$ cat src/rtl/bfic_pkg.sv
// Package for the backlight fade controller: mode encoding, register
// indexes, field widths and reset values. No dependencies.
`timescale 1ns / 1ps

package bfic_pkg;

	localparam int LevelW = 7;
	localparam int CountW = 16;
	localparam int StepSumW = LevelW + 1;

	// Backlight modes as seen on the mode output
	typedef enum logic [1:0] {
		MODE_OFF  = 2'd0,
		MODE_UP   = 2'd1,
		MODE_ON   = 2'd2,
		MODE_DOWN = 2'd3
	} mode_t;

	// Configuration register indexes
	typedef enum logic [1:0] {
		CFG_MAX_BRIGHTNESS = 2'd0,
		CFG_FADE_STEP      = 2'd1,
		CFG_FADE_INTERVAL  = 2'd2,
		CFG_AUTO_OFF       = 2'd3
	} cfg_idx_t;

	// Item kinds
	localparam logic OP_TICK = 1'b0;
	localparam logic OP_KEY  = 1'b1;

	// Register reset values
	localparam logic [LevelW-1:0] MaxBrightnessRst = 7'd20;
	localparam logic [LevelW-1:0] FadeStepRst      = 7'd2;
	localparam logic [CountW-1:0] FadeIntervalRst  = 16'd60;
	localparam logic [CountW-1:0] AutoOffRst       = 16'd1000;

endpackage

$ cat src/rtl/backlight_fade_idle_controller.sv
// Backlight fade controller with idle timeout: top level.
// Depends on bfic_pkg for mode encoding, register indexes and reset values.
`timescale 1ns / 1ps
//
//  channel  | handshake                 | payload
//  ---------+---------------------------+-------------------------------------------
//  in       | in_valid / in_stall       | op, key_pressed, key_local, underglow_on
//  out      | out_valid / out_stall     | level, mode
//  cfg      | cfg_valid / cfg_ready     | cfg_index, cfg_data
//
//  Each request waits in the input register while the next state is formed;
//  its result is registered in the state when the request advances. One request
//  is taken per cycle while the result is not stalled. The mode/brightness/timer
//  state doubles as the result register.
//  arst_n clears all control state and loads the boot values (fading up,
//  fade step due at once, idle timer at BOOT_DELAY_TICKS).
//  A stalled result holds the input register, which then stalls the input.

module backlight_fade_idle_controller #(
	parameter int BOOT_DELAY_TICKS = 3000
) (
	input  logic       clk,
	input  logic       arst_n,
	// input requests
	input  logic       in_valid,
	output logic       in_stall,
	input  logic       op,
	input  logic       key_pressed,
	input  logic       key_local,
	input  logic       underglow_on,
	// results
	output logic       out_valid,
	input  logic       out_stall,
	output logic [6:0] level,
	output logic [1:0] mode,
	// configuration writes
	input  logic       cfg_valid,
	output logic       cfg_ready,
	input  logic [1:0] cfg_index,
	input  logic [15:0] cfg_data
);

	localparam int LW = bfic_pkg::LevelW;
	localparam int CW = bfic_pkg::CountW;
	localparam int SW = bfic_pkg::StepSumW;
	localparam logic [CW-1:0] BootDelay = CW'(BOOT_DELAY_TICKS);

	// configuration registers
	logic [LW-1:0] max_brightness_q;
	logic [LW-1:0] fade_step_q;
	logic [CW-1:0] fade_interval_q;
	logic [CW-1:0] auto_off_q;

	// input register
	logic valid_s1;
	logic op_s1, pressed_s1, local_s1, underglow_s1;

	// controller state
	bfic_pkg::mode_t mode_q, mode_d;
	logic [LW-1:0] bright_q, bright_d;
	logic          fade_pend_q, fade_pend_d;
	logic [CW-1:0] fade_cnt_q, fade_cnt_d;
	logic          idle_pend_q, idle_pend_d;
	logic [CW-1:0] idle_cnt_q, idle_cnt_d;
	logic          out_valid_q;

	logic out_free;
	logic advance;
	logic in_fire;

	// handshake
	assign out_free  = !out_valid_q || !out_stall;
	assign advance   = valid_s1 && out_free;
	assign in_stall  = valid_s1 && !out_free;
	assign in_fire   = in_valid && !in_stall;
	assign cfg_ready = 1'b1;

	assign out_valid = out_valid_q;
	assign level     = bright_q;
	assign mode      = mode_q;

	// write configuration registers
	always_ff @(posedge clk or negedge arst_n) begin
		if (!arst_n) begin
			max_brightness_q <= bfic_pkg::MaxBrightnessRst;
			fade_step_q      <= bfic_pkg::FadeStepRst;
			fade_interval_q  <= bfic_pkg::FadeIntervalRst;
			auto_off_q       <= bfic_pkg::AutoOffRst;
		end else if (cfg_valid && cfg_ready) begin
			case (bfic_pkg::cfg_idx_t'(cfg_index))
				bfic_pkg::CFG_MAX_BRIGHTNESS: max_brightness_q <= cfg_data[LW-1:0];
				bfic_pkg::CFG_FADE_STEP:      fade_step_q      <= cfg_data[LW-1:0];
				bfic_pkg::CFG_FADE_INTERVAL:  fade_interval_q  <= cfg_data;
				bfic_pkg::CFG_AUTO_OFF:       auto_off_q       <= cfg_data;
				default: ;
			endcase
		end
	end

	// capture the request
	always_ff @(posedge clk or negedge arst_n) begin
		if (!arst_n) begin
			valid_s1 <= 1'b0;
		end else if (in_fire) begin
			valid_s1 <= 1'b1;
		end else if (advance) begin
			valid_s1 <= 1'b0;
		end
	end

	always_ff @(posedge clk) begin
		if (in_fire) begin
			op_s1        <= op;
			pressed_s1   <= key_pressed;
			local_s1     <= key_local;
			underglow_s1 <= underglow_on;
		end
	end

	// next state: key handling, idle timer, then fade timer and fade step
	always_comb begin
		logic [SW-1:0] sum;
		logic [LW-1:0] b;
		logic          fade_fire;

		mode_d      = mode_q;
		bright_d    = bright_q;
		fade_pend_d = fade_pend_q;
		fade_cnt_d  = fade_cnt_q;
		idle_pend_d = idle_pend_q;
		idle_cnt_d  = idle_cnt_q;
		sum         = '0;
		b           = '0;
		fade_fire   = 1'b0;

		if (op_s1 == bfic_pkg::OP_KEY) begin
			// local press: wake up and reload the idle timer
			if (pressed_s1 && local_s1) begin
				if (mode_q == bfic_pkg::MODE_OFF || mode_q == bfic_pkg::MODE_DOWN) begin
					mode_d      = bfic_pkg::MODE_UP;
					fade_pend_d = 1'b1;
					fade_cnt_d  = '0;
				end
				idle_pend_d = 1'b1;
				idle_cnt_d  = auto_off_q;
			end
		end else begin
			// idle timer: expiry starts a fade down due at once, when on or fading up
			if (idle_pend_q) begin
				if (idle_cnt_q <= CW'(1)) begin
					idle_pend_d = 1'b0;
					idle_cnt_d  = '0;
					if (mode_q == bfic_pkg::MODE_ON || mode_q == bfic_pkg::MODE_UP) begin
						mode_d      = bfic_pkg::MODE_DOWN;
						fade_pend_d = 1'b1;
						fade_cnt_d  = '0;
					end
				end else begin
					idle_cnt_d = idle_cnt_q - CW'(1);
				end
			end
			// fade timer
			if (fade_pend_d) begin
				if (fade_cnt_d <= CW'(1)) begin
					fade_pend_d = 1'b0;
					fade_cnt_d  = '0;
					fade_fire   = 1'b1;
				end else begin
					fade_cnt_d = fade_cnt_d - CW'(1);
				end
			end
			// fade step: force off without underglow, else move and saturate
			if (fade_fire) begin
				if (!underglow_s1) begin
					mode_d   = bfic_pkg::MODE_OFF;
					bright_d = '0;
				end else if (mode_d == bfic_pkg::MODE_UP) begin
					sum = {1'b0, bright_q} + {1'b0, fade_step_q};
					if (sum >= {1'b0, max_brightness_q}) begin
						bright_d = max_brightness_q;
						mode_d   = bfic_pkg::MODE_ON;
					end else begin
						bright_d    = sum[LW-1:0];
						fade_pend_d = 1'b1;
						fade_cnt_d  = fade_interval_q;
					end
				end else if (mode_d == bfic_pkg::MODE_DOWN) begin
					if (bright_q <= fade_step_q) begin
						b      = '0;
						mode_d = bfic_pkg::MODE_OFF;
					end else begin
						b           = bright_q - fade_step_q;
						fade_pend_d = 1'b1;
						fade_cnt_d  = fade_interval_q;
					end
					bright_d = (b > max_brightness_q) ? max_brightness_q : b;
				end
			end
		end
	end

	// commit state and present the result
	always_ff @(posedge clk or negedge arst_n) begin
		if (!arst_n) begin
			mode_q      <= bfic_pkg::MODE_UP;
			bright_q    <= '0;
			fade_pend_q <= 1'b1;
			fade_cnt_q  <= '0;
			idle_pend_q <= 1'b1;
			idle_cnt_q  <= BootDelay;
			out_valid_q <= 1'b0;
		end else begin
			if (advance) begin
				mode_q      <= mode_d;
				bright_q    <= bright_d;
				fade_pend_q <= fade_pend_d;
				fade_cnt_q  <= fade_cnt_d;
				idle_pend_q <= idle_pend_d;
				idle_cnt_q  <= idle_cnt_d;
			end
			if (out_free) begin
				out_valid_q <= advance;
			end
		end
	end

	// checks
	a_stall_cause: assert property (@(posedge clk) disable iff (!arst_n)
		in_stall |-> (valid_s1 && out_valid_q && out_stall))
		else $error("input stalled without a held result");

	a_off_dark: assert property (@(posedge clk) disable iff (!arst_n)
		(mode_q == bfic_pkg::MODE_OFF) |-> (bright_q == '0))
		else $error("backlight off with nonzero brightness");

	a_fade_idle: assert property (@(posedge clk) disable iff (!arst_n)
		!fade_pend_q |-> (fade_cnt_q == '0))
		else $error("fade count left over after fade timer fired");

	a_idle_idle: assert property (@(posedge clk) disable iff (!arst_n)
		!idle_pend_q |-> (idle_cnt_q == '0))
		else $error("idle count left over after idle timer fired");

	a_result_src: assert property (@(posedge clk) disable iff (!arst_n)
		$rose(out_valid_q) |-> $past(valid_s1))
		else $error("result raised without a request in the input register");

endmodule
$ cat config.mk
export PLATFORM = sky130hd
export DESIGN_NAME = backlight_fade_idle_controller
export DESIGN_NICKNAME = d
export VERILOG_FILES = /design/src/rtl/bfic_pkg.sv /design/src/rtl/backlight_fade_idle_controller.sv
export SDC_FILE = /design/constraint.sdc
export NUM_CORES = 1
export LEC_CHECK = 0
export BUFFER_PORTS_ARGS = -buffer_cell sky130_fd_sc_hd__buf_2
export CAP_MARGIN = 20
export CORE_ASPECT_RATIO = 1.75
export CORE_MARGIN = 2
export CORE_UTILIZATION = 40
export CTS_CLUSTER_DIAMETER = 150
export DETAILED_ROUTE_END_ITERATION = 10
export SKIP_CTS_REPAIR_TIMING = 1
export SYNTH_ARGS = -nofsm -noshare
export SYNTH_HDL_FRONTEND = slang
export SYNTH_SLANG_ARGS = --single-unit
$ cat constraint.sdc
create_clock -name clk -period 4.4 [get_ports clk]
set_clock_uncertainty 0.05 [all_clocks]
set_input_delay 0.66 -clock clk [delete_from_list [all_inputs] [get_ports clk]]
set_output_delay 0.66 -clock clk [all_outputs]
set_load 0.01 [all_outputs]
==> flow_metrics.tcl <==
set metrics [dict create \
    status "complete, no violations" \
    synthToLayoutAreaGrowth_pct 11.3 \
    power_density_nw_per_um2 598 \
    synth_edf_count 4 \
    routed_wl_um 16300 \
    nets 725 \
    layout-drive-gt1-share_pct 21.4 \
    cts_made_buffers 9 \
    synth_warnings 0 \
    finalInstanceArea_um2 6660 \
    synthCells 633 \
    slew_violations 0 \
    clk_latency_ps 350 \
    crit_fanout 12 \
    first_pass_iters 5 \
    min-delay-path-class "primary input to asynchronous set/reset pin" \
    cts_sinks 95 \
    peakVddDrop_mv 0.274 \
    dpl.hpwl_um 12500 \
    placed_area_um2 6370 \
    synthArstFlopShare_pct 95.8 \
    diodes 0 \
    rows 59 \
    path_class "flip-flop to flip-flop" \
    layout_common_cells "dfrtp_1, o21ai_0, nor2_1" \
    cts_max_path_buffers 2 \
    h-tree-depth 3 \
    fin_cells 851 \
    syn_nets 695 \
    grt_pass1_vias 5042 \
    fin_hold_ws_ps 359 \
    worstPathRequired_ps 4580 \
    max_freq_ghz 0.253 \
    dp.cells 835 \
    clock_tree.root_cell "clkbuf_16" \
    ant_nets 0 \
    clkTransAtPathRegs_ps 80 \
    worstPathArrival_ps 4130 \
    vias_per_cell 5.83 \
    fin_crit_sh_pct 89.8 \
    syn_avg_cell_area_um2 9.45 \
    worst_slew_margin_rel_pct 33.6 \
    drt-initial-drc-count 290 \
    gp_congestion 0.899 \
    die_x_um 96.4 \
    synth-seq-cells 95 \
    syn_area_um2 5980 \
    yosysUniqueCellTypes 69 \
    initial_core_util_pct 40.5 \
    cts_tree "yes" \
    grt_pass1_wl_um 26000 \
    worstSetupStartpointType "flip-flop" \
    die_area_um2 16000 \
    hold_viol_final 0 \
    final_common_cell "dfrtp_1" \
    io_pins 39 \
    setup_tns_ps 0 \
    grt_overflow 0 \
    vias 4961 \
    yosysSeqAreaShare_pct 40.6 \
    drc 0 \
    track_usage_pct 21.2 \
    portBuffers 37 \
    period_needed_ps 3950 \
    max_slew.worst_pin.slew_ps 987 \
    maxCapViolations 0 \
    end_kind "flip-flop" \
    ys_dominant_reg_cell "dfrtp_1" \
    wire_per_inst_um 19.1 \
    p_total_mw 3.98 \
    grt_max_degree 65 \
    antenna_found_initial 0 \
    die_h_um 166 \
    rsz0062_at_grt "false" \
    setup_viol 0 \
    power_leakage_nw 2.91 \
    core_um2 14800 \
]
-- through the flow --
step	setup slack [ps]	utilization [%]
floorplan	552	-
global placement	613	43.1
detailed placement	509	43.1
CTS	484	45.1
global route	199	45.1
finish	449	45.1
-- synth_stat cells (6+ instances only) --
cell | instances | share of area (%)
nor2b_1 | 6 | 0.63
clkbuf_1 | 25 | 1.6
nand2_1 | 46 | 2.9
nor2_1 | 48 | 3.0
o21ai_0 | 67 | 5.6
nand4_1 | 6 | 0.63
nand3_1 | 26 | 2.2
o31ai_1 | 11 | 1.4
a22oi_1 | 7 | 0.88
inv_1 | 29 | 1.8
ha_1 | 33 | 6.9
nor4_1 | 11 | 1.2
a21o_1 | 12 | 1.5
a21oi_1 | 38 | 3.2
dfrtp_1 | 68 | 28
mux2_2 | 42 | 7.9
nor3_1 | 20 | 1.7
dfstp_2 | 23 | 10
-- where the power goes --
| part | internal (mW) | switching, mW |
|---|---|---|
| Clock | 0.399 | 0.374 |
| Sequential | 1.16 | 0.275 |
| Combinational | 0.728 | 1.04 |
-- cell families (layout without fill, tap and decap cells) --
| kind of cell | Yosys count | count (layout) | synth area share, % |
|---|---|---|---|
| buffers and inverters | 60 | 95 | 3.91 |
| AO/OA/AOI/OAI | 194 | 194 | 20.8 |
| adder cells (fa/ha/maj) | 35 | 35 | 7.57 |
| other | 1 | 1 | 0.0627 |
| flip-flops | 95 | 95 | 40.6 |
| multiplexers | 47 | 47 | 8.74 |
| XOR/XNOR | 8 | 8 | 1.17 |
| AND/OR/NAND/NOR | 193 | 193 | 17.2 |
-- flip-flops by register name, summed over array words and instances (netlist names), 2 cells and up --
signal            count
max_brightness_q      7
fade_step_q           7
mode                  2
idle_cnt_q           16
auto_off_q           16
level                 7
fade_cnt_q           16
fade_interval_q      16
-- routing by layer --
layer / wire length, um / vias to the layer above / global-route usage [%]
li1: - / 2393 / -
met1: 6330 / 2425 / 24.4
met2: 8930 / 113 / 38.8
met3: 514 / 30 / 2.40
met4: 487 / 0 / 8.08
met5: 0 / - / 0
-- final timing paths --
path	startpoint	slack, ps	cells past startpoint	endpoint
max in group asynchronous	arst_n	2970	2	idle_cnt_q[5]$_DFFE_PN1P_
min in group clk	underglow_on	430	1	underglow_s1$_DFFE_PP_
worst min register to register	fade_interval_q[11]$_DFFE_PN0P_	460	1	fade_cnt_q[11]$_DFFE_PN0P_
worst max-delay path	idle_cnt_q[10]$_DFFE_PN0P_	450	12	mode[1]$_DFFE_PN0P_
worst max register to register	idle_cnt_q[10]$_DFFE_PN0P_	450	12	mode[1]$_DFFE_PN0P_
worst min-delay path	arst_n	360	1	auto_off_q[14]$_DFFE_PN0P_
-- critical path: stages (launching register included) --
cell	delay, ps
dfrtp_1	420
or4_1	660
nor4b_4	400
nand4_4	140
nand2_1	120
ha_1	170
nor2_1	70
nor4_1	480
nand4_1	260
a21oi_4	300
nor2_1	240
a21o_1	240
a221o_1	280
-- layout make-up --
type,instances,area [um2]
Inverter,29,109
Timing Repair Buffer,50,285
Fill cell,1439,8110
Tap cell,183,229
Clock inverter,6,57.6
Sequential cell,95,2430
Multi-Input combinational cell,478,3320
Clock buffer,10,229
Power figures use the tool's default switching activity.
